[src/design/lrc_pkg.sv]
// Shared types and codes for the log record CRC checker.
// No dependencies; imported by every module of the block.
package lrc_pkg;

    localparam int unsigned HDR_BYTES   = 8;
    localparam int unsigned CHK_BYTES   = 4;
    localparam logic [31:0] CRC_INIT    = 32'hFFFF_FFFF;
    localparam logic [31:0] CRC_POLY    = 32'h82F6_3B78;

    typedef enum logic [1:0] {
        ST_OK      = 2'd0,
        ST_EOL     = 2'd1,
        ST_CORRUPT = 2'd2
    } status_t;

    typedef enum logic {
        PH_HEADER,
        PH_PAYLOAD
    } phase_t;

    typedef struct packed {
        logic [7:0] data_byte;
        logic       end_marker;
    } in_word_t;

    typedef struct packed {
        logic [7:0] payload_byte;
        logic       byte_valid;
        logic       record_done;
        status_t    status;
    } result_t;

endpackage

[src/design/log_record_crc_checker_top.sv]
// Top level of the log record CRC checker.
// Depends on lrc_pkg, lrc_in_stage, lrc_parse and lrc_out_stage.
//
// Usage:
//   Slave channel s_axis carries the log stream, one byte per word in tdata;
//   tlast set marks end of stream and the byte is then ignored.
//   Master channel m_axis gives payload bytes in tdata, tuser[0] set when
//   tdata holds a payload byte, tlast set at the end of a record or stream
//   with tuser[2:1] holding the status (0 ok, 1 end of log, 2 corruption).
//   Header bytes give no word, except the last header byte of a zero-length
//   record, which gives a status word.
//   A word accepted into the input register is parsed on its way into the
//   result register and is on m_axis from there. Throughput: one word per
//   cycle while the receiver does not stall, set by the byte-wide CRC-32C
//   update and length count between the input and result registers.
//   Reset clears both registers and puts the parser at the start of a header.
//   When the receiver stalls, the result word holds and the input register,
//   once full, holds its word; s_axis_tready then falls with m_axis_tready.
module log_record_crc_checker_top (
    input  logic       clk,
    input  logic       rst_n,
    input  logic       s_axis_tvalid,
    output logic       s_axis_tready,
    input  logic [7:0] s_axis_tdata,   // [7:0] data_byte
    input  logic       s_axis_tlast,   // end_marker
    output logic       m_axis_tvalid,
    input  logic       m_axis_tready,
    output logic [7:0] m_axis_tdata,   // [7:0] payload_byte
    output logic [2:0] m_axis_tuser,   // [0] byte_valid, [2:1] status
    output logic       m_axis_tlast    // record_done
);
    import lrc_pkg::*;

    in_word_t s_word;
    in_word_t word;
    logic     word_valid;
    logic     out_free;
    logic     take;
    logic     res_valid;
    result_t  res;
    result_t  m_res;

    assign s_word.data_byte  = s_axis_tdata;
    assign s_word.end_marker = s_axis_tlast;
    assign take              = word_valid && out_free;

    lrc_in_stage u_in (
        .clk        (clk),
        .rst_n      (rst_n),
        .s_valid    (s_axis_tvalid),
        .s_ready    (s_axis_tready),
        .s_word     (s_word),
        .take       (take),
        .word_valid (word_valid),
        .word       (word)
    );

    lrc_parse u_parse (
        .clk       (clk),
        .rst_n     (rst_n),
        .fire      (take),
        .word      (word),
        .res_valid (res_valid),
        .res       (res)
    );

    lrc_out_stage u_out (
        .clk       (clk),
        .rst_n     (rst_n),
        .take      (take),
        .res_valid (res_valid),
        .res       (res),
        .free      (out_free),
        .m_valid   (m_axis_tvalid),
        .m_ready   (m_axis_tready),
        .m_res     (m_res)
    );

    assign m_axis_tdata = m_res.payload_byte;
    assign m_axis_tuser = {m_res.status, m_res.byte_valid};
    assign m_axis_tlast = m_res.record_done;

endmodule

[src/design/lrc_in_stage.sv]
// Input register for the log record CRC checker: holds one incoming word.
// Depends on lrc_pkg.
module lrc_in_stage (
    input  logic              clk,
    input  logic              rst_n,
    input  logic              s_valid,
    output logic              s_ready,
    input  lrc_pkg::in_word_t s_word,
    input  logic              take,
    output logic              word_valid,
    output lrc_pkg::in_word_t word
);
    import lrc_pkg::*;

    logic     valid_reg;
    logic     valid_next;
    in_word_t word_reg;
    logic     load;

    assign s_ready    = !valid_reg || take;
    assign load       = s_valid && s_ready;
    assign word_valid = valid_reg;
    assign word       = word_reg;

    always_comb
    begin
        if (load)
        begin
            valid_next = 1'b1;
        end
        else if (take)
        begin
            valid_next = 1'b0;
        end
        else
        begin
            valid_next = valid_reg;
        end
    end

    always_ff @(posedge clk or negedge rst_n)
    begin
        if (!rst_n)
        begin
            valid_reg <= 1'b0;
        end
        else
        begin
            valid_reg <= valid_next;
        end
    end

    always_ff @(posedge clk)
    begin
        if (load)
        begin
            word_reg <= s_word;
        end
    end

endmodule

[src/design/lrc_parse.sv]
// Record parser: header capture, length count and CRC-32C over the payload.
// Depends on lrc_pkg.
module lrc_parse (
    input  logic              clk,
    input  logic              rst_n,
    input  logic              fire,
    input  lrc_pkg::in_word_t word,
    output logic              res_valid,
    output lrc_pkg::result_t  res
);
    import lrc_pkg::*;

    phase_t      phase_reg, phase_next;
    logic [2:0]  hdr_cnt_reg, hdr_cnt_next;
    logic [31:0] chk_reg, chk_next;
    logic [31:0] left_reg, left_next;
    logic [31:0] crc_reg, crc_next;
    logic [31:0] crc_upd;
    logic [31:0] full_len;
    logic        hdr_last;
    logic        pay_last;

    function automatic logic [31:0] crc32c_byte(input logic [31:0] crc, input logic [7:0] b);
        logic [31:0] c;
        c = crc ^ {24'd0, b};
        for (int i = 0; i < 8; i++)
        begin
            c = c[0] ? ((c >> 1) ^ CRC_POLY) : (c >> 1);
        end
        return c;
    endfunction

    assign crc_upd  = crc32c_byte(crc_reg, word.data_byte);
    assign full_len = {word.data_byte, left_reg[23:0]};
    assign hdr_last = (hdr_cnt_reg == 3'(HDR_BYTES - 1));
    assign pay_last = (left_reg == 32'd1);

    // next state
    always_comb
    begin
        phase_next   = phase_reg;
        hdr_cnt_next = hdr_cnt_reg;
        chk_next     = chk_reg;
        left_next    = left_reg;
        crc_next     = crc_reg;
        if (fire)
        begin
            if (word.end_marker)
            begin
                phase_next   = PH_HEADER;
                hdr_cnt_next = '0;
                chk_next     = '0;
                left_next    = '0;
                crc_next     = CRC_INIT;
            end
            else
            begin
                unique case (phase_reg)
                    PH_HEADER:
                    begin
                        hdr_cnt_next = hdr_cnt_reg + 3'd1;
                        if (hdr_cnt_reg < 3'(CHK_BYTES))
                        begin
                            chk_next[{hdr_cnt_reg[1:0], 3'b000} +: 8] = word.data_byte;
                        end
                        else
                        begin
                            left_next[{hdr_cnt_reg[1:0], 3'b000} +: 8] = word.data_byte;
                        end
                        if (hdr_last)
                        begin
                            crc_next = CRC_INIT;
                            if (full_len == 32'd0)
                            begin
                                chk_next  = '0;
                                left_next = '0;
                            end
                            else
                            begin
                                phase_next = PH_PAYLOAD;
                            end
                        end
                    end
                    PH_PAYLOAD:
                    begin
                        crc_next  = crc_upd;
                        left_next = left_reg - 32'd1;
                        if (pay_last)
                        begin
                            phase_next = PH_HEADER;
                            chk_next   = '0;
                            crc_next   = CRC_INIT;
                        end
                    end
                    default:
                    begin
                        phase_next = PH_HEADER;
                    end
                endcase
            end
        end
    end

    // outputs
    always_comb
    begin
        res_valid        = 1'b0;
        res.payload_byte = '0;
        res.byte_valid   = 1'b0;
        res.record_done  = 1'b0;
        res.status       = ST_OK;
        if (fire)
        begin
            if (word.end_marker)
            begin
                res_valid       = 1'b1;
                res.record_done = 1'b1;
                res.status      = (phase_reg == PH_PAYLOAD) ? ST_CORRUPT : ST_EOL;
            end
            else
            begin
                unique case (phase_reg)
                    PH_HEADER:
                    begin
                        if (hdr_last && (full_len == 32'd0))
                        begin
                            res_valid       = 1'b1;
                            res.record_done = 1'b1;
                            res.status      = (chk_reg == 32'd0) ? ST_OK : ST_CORRUPT;
                        end
                    end
                    PH_PAYLOAD:
                    begin
                        res_valid        = 1'b1;
                        res.payload_byte = word.data_byte;
                        res.byte_valid   = 1'b1;
                        if (pay_last)
                        begin
                            res.record_done = 1'b1;
                            res.status = ((~crc_upd) == chk_reg) ? ST_OK : ST_CORRUPT;
                        end
                    end
                    default:
                    begin
                        res_valid = 1'b0;
                    end
                endcase
            end
        end
    end

    always_ff @(posedge clk or negedge rst_n)
    begin
        if (!rst_n)
        begin
            phase_reg   <= PH_HEADER;
            hdr_cnt_reg <= '0;
            chk_reg     <= '0;
            left_reg    <= '0;
            crc_reg     <= CRC_INIT;
        end
        else
        begin
            phase_reg   <= phase_next;
            hdr_cnt_reg <= hdr_cnt_next;
            chk_reg     <= chk_next;
            left_reg    <= left_next;
            crc_reg     <= crc_next;
        end
    end

endmodule

[src/design/lrc_out_stage.sv]
// Result register for the log record CRC checker: holds a word until taken.
// Depends on lrc_pkg.
module lrc_out_stage (
    input  logic             clk,
    input  logic             rst_n,
    input  logic             take,
    input  logic             res_valid,
    input  lrc_pkg::result_t res,
    output logic             free,
    output logic             m_valid,
    input  logic             m_ready,
    output lrc_pkg::result_t m_res
);
    import lrc_pkg::*;

    logic    valid_reg;
    logic    valid_next;
    result_t res_reg;

    assign free    = !valid_reg || m_ready;
    assign m_valid = valid_reg;
    assign m_res   = res_reg;

    always_comb
    begin
        if (take)
        begin
            valid_next = res_valid;
        end
        else if (m_ready)
        begin
            valid_next = 1'b0;
        end
        else
        begin
            valid_next = valid_reg;
        end
    end

    always_ff @(posedge clk or negedge rst_n)
    begin
        if (!rst_n)
        begin
            valid_reg <= 1'b0;
        end
        else
        begin
            valid_reg <= valid_next;
        end
    end

    always_ff @(posedge clk)
    begin
        if (take && res_valid)
        begin
            res_reg <= res;
        end
    end

endmodule

[config.mk]
export PLATFORM = sky130hd
export DESIGN_NAME = log_record_crc_checker_top
export DESIGN_NICKNAME = d
export VERILOG_FILES = /design/src/design/lrc_pkg.sv /design/src/design/log_record_crc_checker_top.sv /design/src/design/lrc_in_stage.sv /design/src/design/lrc_parse.sv /design/src/design/lrc_out_stage.sv
export SDC_FILE = /design/constraint.sdc
export NUM_CORES = 1
export LEC_CHECK = 0
export ABC_CLOCK_PERIOD_IN_PS = 8600
export BUFFER_PORTS_ARGS = -buffer_cell sky130_fd_sc_hd__buf_2
export CORE_ASPECT_RATIO = 1.4
export CORE_UTILIZATION = 45
export CTS_CLUSTER_DIAMETER = 60
export CTS_CLUSTER_SIZE = 25
export DETAILED_ROUTE_END_ITERATION = 7
export SLEW_MARGIN = 5
export SYNTH_ARGS = -nofsm -noshare
export SYNTH_HDL_FRONTEND = slang
export SYNTH_HIERARCHICAL = 1
export SYNTH_SLANG_ARGS = --single-unit
[constraint.sdc]
create_clock -name clk -period 8.6 [get_ports clk]
set_input_delay 1.72 -clock clk [delete_from_list [all_inputs] [get_ports clk]]
set_output_delay 1.72 -clock clk [all_outputs]
set_load 0.1 [all_outputs]
==> results by group, run 1 <==
Final layout
  • Fillers: 1689
  • Multi-input gate area: 4960 um2
  • Most common cell after layout, fill and taps aside: nand2_1
  • Sequential Area: between 3000 and 4000 um2
  • Commonest non-fill, non-tap cells in the layout: nand2_1, nor2_1, dfrtp_1
  • ANT cells: 0
  • Layout Cells excl Fill: 1140
  • Final layout net count: roughly 900
  • Fin area: 9400 um2
  • Layout area overhead: 11.4%
  • Share of cells above drive strength 1: 0.151

Synthesis
  • Ys async rst share: 0.829
  • Synth cell types: 60
  • Post-synth EDFFs: 21
  • Mean Syn Cell Area: around 9.6 um2
  • Sequential share of the synthesized area: 0.382
  • Number of synthesis warnings: 6
  • Most used DFF post-synth: dfrtp_1
  • Synth Net Count: about 900
  • Post-Syn Area: 8440 um2
  • Cell count after synthesis: 882
  • #FFs+latches synth: 123

Worst setup path
  • Crit. Startpoint: m_axis_tready
  • Worst R2R Setup Slack: slightly below 5 ns
  • Reg2Reg Depth: 7
  • Required time worst endpoint: 6.88 ns
  • Critical path start-end classification: input pin to output port
  • Arr. time, crit path: 2.96 ns
  • Critical Path Sink: s_axis_tready
  • Worst r2r src: u_in/word[4]$_DFFE_PP_
  • Worst r2r dst: u_out/m_res[1]$_DFFE_PP_
  • CP Max Fanout: 32
  • Critical Path Source Type: input pin
  • CP Capture Type: output port

Global routing
  • First-pass GRT wire length: 39200 um
  • Gr ovfl total: 0
  • Vias in the first global route: just under 7000
  • Initial antenna violation count: 0
  • Largest net degree at the start of global routing: between 50 and 60
  • Global-route usage over all layers: 0.270

Place
  • Global placer's final weighted congestion: just under 0.9
  • Placed cells: between 1000 and 1500
  • IO Port Bufs: 26
  • Placed cell areas: 8780 um2
  • DP Wirelength: 16900 um

Timing
  • Worst slew pin tran: 1.16 ns
  • Count of pins over their slew limit: 0
  • Min cycle time layout: 4.68 ns
  • Worst slew margin: 0.223
  • Worst Clk Skew: 0.0107 ns
  • Tcrit/Tclk final: 0.544
  • Final setup fails: 0
  • RSZ-0062 raised after global routing: no
  • Final Hold Viols: 0
  • Fin Setup TNS: 0 ns
  • FMAX: 214 MHz

Clock tree
  • Num CTS Buffers: 17
  • CTS tree: built
  • Worst-Skew Late Latency: 0.43 ns
  • Clk pin slew, worst setup/hold paths: 0.06 ns
  • H-tree levels: 4
  • Sink Count: approximately 120
  • Post-CTS Repair Setup Buffers: 0
  • CTS Hold Buffers Added: 0
  • Post-CTS Resized: 0
  • Clock root buffer: clkbuf_16
  • CTS max path bufs: 2

Drt
  • Via count: between 6000 and 7000
  • DR iter-0 viols: 488
  • Via-to-Cell Ratio: 5.93
  • Total Routed Length: around 25000 um
  • DRT Pass-1 Iters: 4
  • DR WL/cell: 21.7 um
  • Antenna-violating nets left: 0
  • Drt drc: 0

Power
  • PnR Total Power: ~0.0036 W
  • Clock power share: 0.211
  • Sw frac: 0.437
  • Net Sw Power: 0.00156 W
  • Internal Power: 0.00201 W
  • Max rail drop VDD: 0.181 mV
  • Power Dens Cells: ~380 nW/um2
  • Static Leak: 4.09 nW
  • Part of the power in registers: 0.228
  • Logic pwr share: 0.561

Die
  • Initial core utilization: 0.465
  • Io pins: 27
  • Core Rows: 58
  • Die area: 19300 um2
  • Die Y: 164 um
  • Die X: 118 um
  • Core ar.: between 15000 and 20000 um2

Job
  • MaxCap Viol Count: 0

Worst hold path
  • Hold Path Class: flop to flop

Status
  • Status: finished, final reports clean
-- cells by family (layout without fill, tap and decap cells) --
logic type	after synthesis	count (layout)	synth area share
flip-flops	123	123	0.382
multiplexers	7	7	0.00890
buffers and inverters	68	86	0.0314
AND/OR/NAND/NOR	347	347	0.204
XOR/XNOR	132	132	0.218
adder cells (fa/ha/maj)	10	10	0.0148
AO/OA/AOI/OAI	195	195	0.140
-- stage by stage --
| stage | hold slack [ns] | setup slack [ns] | utilization |
|---|---|---|---|
| floorplan | 0.441 | 4.53 | - |
| global placement | 0.448 | 3.92 | 0.484 |
| detailed placement | 0.459 | 3.91 | 0.484 |
| CTS | 0.465 | 3.91 | 0.518 |
| global route | 0.474 | 3.87 | 0.518 |
| finish | 0.462 | 3.92 | 0.518 |
-- Yosys cell counts (22+ instances only) --
library cell  instances  area, um2
nor2_1               73        274
dfstp_2              32        841
a31oi_1              48        300
nand3_1              46        230
xor2_1               28        245
a21oi_1              57        285
dfrtp_1              70       1750
clkbuf_1             53        199
nor2b_1              22        138
xnor2_1              53        464
o21ai_0              46        230
nand2_1              99        372
xnor3_1              31        698
-- critical path: stages --
cell and delay, ns:
buf_2 0.08, nand2b_4 0.11, and2_1 0.11, buf_4 0.32
nand2b_4 0.21, buf_2 0.42
-- final cells by class --
class,count,area share
multi-input combinational,691,0.528
sequential,123,0.343
clock buffer,20,0.0498
tap,240,0.0320
timing repair buffer,43,0.0277
clock inverter,12,0.0153
inverter,11,0.00439
-- worst min-delay path by stage --
stage / start / end / cells past startpoint
6_report: u_parse/crc_reg[17]$_DFFE_PN1P_ / u_parse/crc_reg[17]$_DFFE_PN1P_ / 2
3_5_place_dp: u_parse/crc_reg[18]$_DFFE_PN1P_ / u_parse/crc_reg[18]$_DFFE_PN1P_ / 2
5_1_grt: u_parse/crc_reg[17]$_DFFE_PN1P_ / u_parse/crc_reg[17]$_DFFE_PN1P_ / 2
4_1_cts: u_parse/crc_reg[17]$_DFFE_PN1P_ / u_parse/crc_reg[17]$_DFFE_PN1P_ / 2
3_3_place_gp: u_parse/crc_reg[17]$_DFFE_PN1P_ / u_parse/crc_reg[17]$_DFFE_PN1P_ / 2
2_1_floorplan: u_parse/crc_reg[17]$_DFFE_PN1P_ / u_parse/crc_reg[17]$_DFFE_PN1P_ / 2
-- power groups by stage --
| stage | clock network, W | registers [W] | logic, W |
|---|---|---|---|
| after floorplan | 0 | 0.000811 | 0.00151 |
| after global placement | 0 | 0.000819 | 0.00197 |
| after detailed placement | 0 | 0.000821 | 0.00198 |
| after CTS | 0.000761 | 0.000813 | 0.00199 |
| after global routing | 0.000790 | 0.000828 | 0.00216 |
| final | 0.000751 | 0.000815 | 0.00200 |
-- per-layer routing --
layer / GRT usage / vias to the layer above / part of all wire
li1: - / 3162 / -
met1: 0.313 / 3359 / 0.40
met2: 0.480 / 176 / 0.52
met3: 0.0441 / 60 / 0.035
met4: 0.142 / 0 / 0.045
met5: 0 / - / 0
No activity file was read; power rests on OpenSTA's default activity.
==> run 2: changes to the inputs <==
Settings changed: ABC_CLOCK_PERIOD_IN_PS 8600 to 4400.
Clock period 8.6 ns to 4.4 ns, I/O delays scaled along.
==> run 2 against run 1 <==
Flip-flop and latch count unchanged. Power up 96%. Critical path depth up 1. Combinational power up 98%. Critical endpoint is now u_out/m_res[1]$_DFFE_PP_. Largest cell class unchanged.
==> results by group, run 2 (synthesis results as in run 1) <==
Final layout
  • Layout area overhead: 12.1% (was 11.4%)
  • Share of cells above drive strength 1: 0.159 (was 0.151)
  • Sequential Area: 3220 um2 (unchanged)
  • Commonest non-fill, non-tap cells in the layout: nand2_1, nor2_1, dfrtp_1 (unchanged)
  • Most common cell after layout, fill and taps aside: nand2_1 (unchanged)
  • Layout Utilization: 0.521 (was 0.518)
  • Layout Cells excl Fill: 1151 (was 1140)
  • ANT cells: 0 (unchanged)
  • Final layout net count: 921 (was 910)
  • Fillers: 1686 (was 1689)
  • Multi-input gate area: 4960 um2 (unchanged)

Clock tree
  • CTS max path bufs: 2 (unchanged)
  • CTS tree: built (unchanged)
  • Clock root buffer: clkbuf_16 (unchanged)
  • CTS Hold Buffers Added: 0 (unchanged)
  • Clk pin slew, worst setup/hold paths: 0.06 ns (about the same)
  • H-tree levels: 4 (unchanged)
  • Num CTS Buffers: 17 (unchanged)
  • Worst-Skew Late Latency: 0.42 ns (was 0.43 ns)
  • Post-CTS Repair Setup Buffers: 0 (unchanged)
  • Post-CTS Resized: 0 (unchanged)
  • Sink Count: 123 (unchanged)

Die
  • Io pins: 27 (unchanged)
  • Initial core utilization: 0.465 (unchanged)
  • Die Y: 164 um (unchanged)
  • Die area: 19300 um2 (unchanged)
  • Core ar.: 18100 um2 (unchanged)
  • Core Rows: 58 (unchanged)
  • Die X: 118 um (unchanged)

Worst setup path
  • Reg2Reg Depth: 7 (unchanged)
  • Crit. Startpoint: u_in/word[4]$_DFFE_PP_ (was m_axis_tready)
  • CP Capture Type: flop (was output port)
  • Worst r2r src: u_in/word[4]$_DFFE_PP_ (unchanged)
  • Worst R2R Setup Slack: 1.23 ns (was 4.92 ns)
  • CP Max Fanout: 9 (was 32)
  • Arr. time, crit path: 3.32 ns (was 2.96 ns)
  • Required time worst endpoint: 4.55 ns (was 6.88 ns)
  • Critical path start-end classification: flop to flop (was input pin to output port)
  • Worst r2r dst: u_out/m_res[1]$_DFFE_PP_ (unchanged)
  • Critical Path Source Type: flop (was input pin)

Drt
  • DR WL met2: 13200 um (was 12800 um)
  • Drt drc: 0 (unchanged)
  • Uppermost layer routed: met4 (unchanged)
  • Total Routed Length: 25300 um (was 24700 um)
  • Antenna-violating nets left: 0 (unchanged)
  • Via-to-Cell Ratio: 5.89 (was 5.93)
  • DR iter-0 viols: 501 (was 488)
  • DRT Pass-1 Iters: 5 (was 4)
  • DR WL/cell: 22.0 um (was 21.7 um)
  • Via count: 6781 (was 6757)
  • WL met1: 9870 um (was 9930 um)
  • Met3 routed wirelength: 993 um (was 872 um)

Timing
  • Fin Setup TNS: 0 ns (unchanged)
  • Tcrit/Tclk final: 0.720
  • Worst slew pin tran: 1.07 ns (was 1.16 ns)
  • FMAX: 316 MHz
  • Worst Clk Skew: 0.00658 ns (was 0.0107 ns)
  • Final Hold Viols: 0 (unchanged)
  • Count of pins over their slew limit: 0 (unchanged)
  • RSZ-0062 raised after global routing: no (unchanged)
  • Worst slew margin: 0.279 (was 0.223)
  • Final setup fails: 0 (unchanged)
  • Min cycle time layout: between 3 and 4 ns

Status
  • Status: finished, final reports clean (unchanged)

Worst hold path
  • Hold endpoint: u_parse/crc_reg[17]$_DFFE_PN1P_ (unchanged)
  • Hold Path Class: flop to flop (unchanged)
  • Worst Min Path Start: u_parse/crc_reg[17]$_DFFE_PN1P_ (unchanged)
  • Worst Hold Depth: 2 (unchanged)

Place
  • IO Port Bufs: 26 (unchanged)
  • Global placer's final weighted congestion: 0.939 (was 0.880)
  • Placed cells: 1119 (was 1108)
  • DP Wirelength: 17800 um (was 16900 um)

Global routing
  • First-pass GRT wire length: 40000 um (was 39200 um)
  • Vias in the first global route: 6842 (was 6777)
  • Initial antenna violation count: 0 (unchanged)
  • Global-route usage over all layers: 0.277 (was 0.270)
  • Gr ovfl total: 0 (unchanged)
  • Largest net degree at the start of global routing: 72 (was 58)

Power
  • Power Dens Cells: 739 nW/um2 (was 380 nW/um2)
  • Static Leak: 4.14 nW (was 4.09 nW)
  • Max rail drop VDD: 0.337 mV (was 0.181 mV)

Job
  • MaxCap Viol Count: 0 (unchanged)
[run 2: routing by layer]
metal,track usage,up-vias
met3,0.0434,59
met5,0,-
met1,0.318,3341
met2,0.491,205
met4,0.156,0
li1,-,3176
[run 2: worst max path at each step]
stage | cells after the start | endpoint
2_1_floorplan | 7 | u_out/m_res[1]$_DFFE_PP_
3_3_place_gp | 11 | u_parse/left_reg[11]$_DFFE_PN0P_
3_5_place_dp | 11 | u_parse/left_reg[11]$_DFFE_PN0P_
4_1_cts | 8 | u_out/m_res[1]$_DFFE_PP_
5_1_grt | 7 | u_parse/chk_reg[24]$_DFFE_PN0P_
6_report | 7 | u_out/m_res[1]$_DFFE_PP_
[run 2: per-stage QoR]
| stage | hold WS, ns | setup WS, ns | cell area (um2) | power [W] |
|---|---|---|---|---|
| 2_1_floorplan | 0.441 | 1.70 | 8440 | 0.00454 |
| 4_1_cts | 0.462 | 1.23 | 9460 | 0.00697 |
| 6_report | 0.461 | 1.23 | 9460 | 0.00699 |
| 5_1_grt | 0.485 | 1.03 | 9460 | 0.00739 |
| 3_5_place_dp | 0.453 | 1.20 | 8870 | 0.00551 |
| 3_3_place_gp | 0.449 | 1.24 | 8870 | 0.00550 |
[run 2: power by group]
| group | switching, W | internal (W) | total (W) |
|---|---|---|---|
| clock network | 0.000516 | 0.000915 | 0.00143 |
| logic | 0.00228 | 0.00168 | 0.00397 |
| registers | 0.000229 | 0.00136 | 0.00159 |
[run 2: cell type report]
class / count / share of cell area
Multi-Input combinational cell: 691 / 0.524
Timing Repair Buffer: 54 / 0.0363
Inverter: 11 / 0.00437
Clock inverter: 9 / 0.0130
Sequential cell: 123 / 0.341
Clock buffer: 23 / 0.0495
Tap cell: 240 / 0.0318
[run 2: worst max-delay path, cell delays in order, from the launching register on]
cell and delay (ns):
edfxtp_1 0.48, xnor2_4 0.48, xnor3_1 0.65, xnor2_2 0.31
o22ai_1 0.12, or4_1 0.52, a2111oi_2 0.22, a31oi_1 0.12
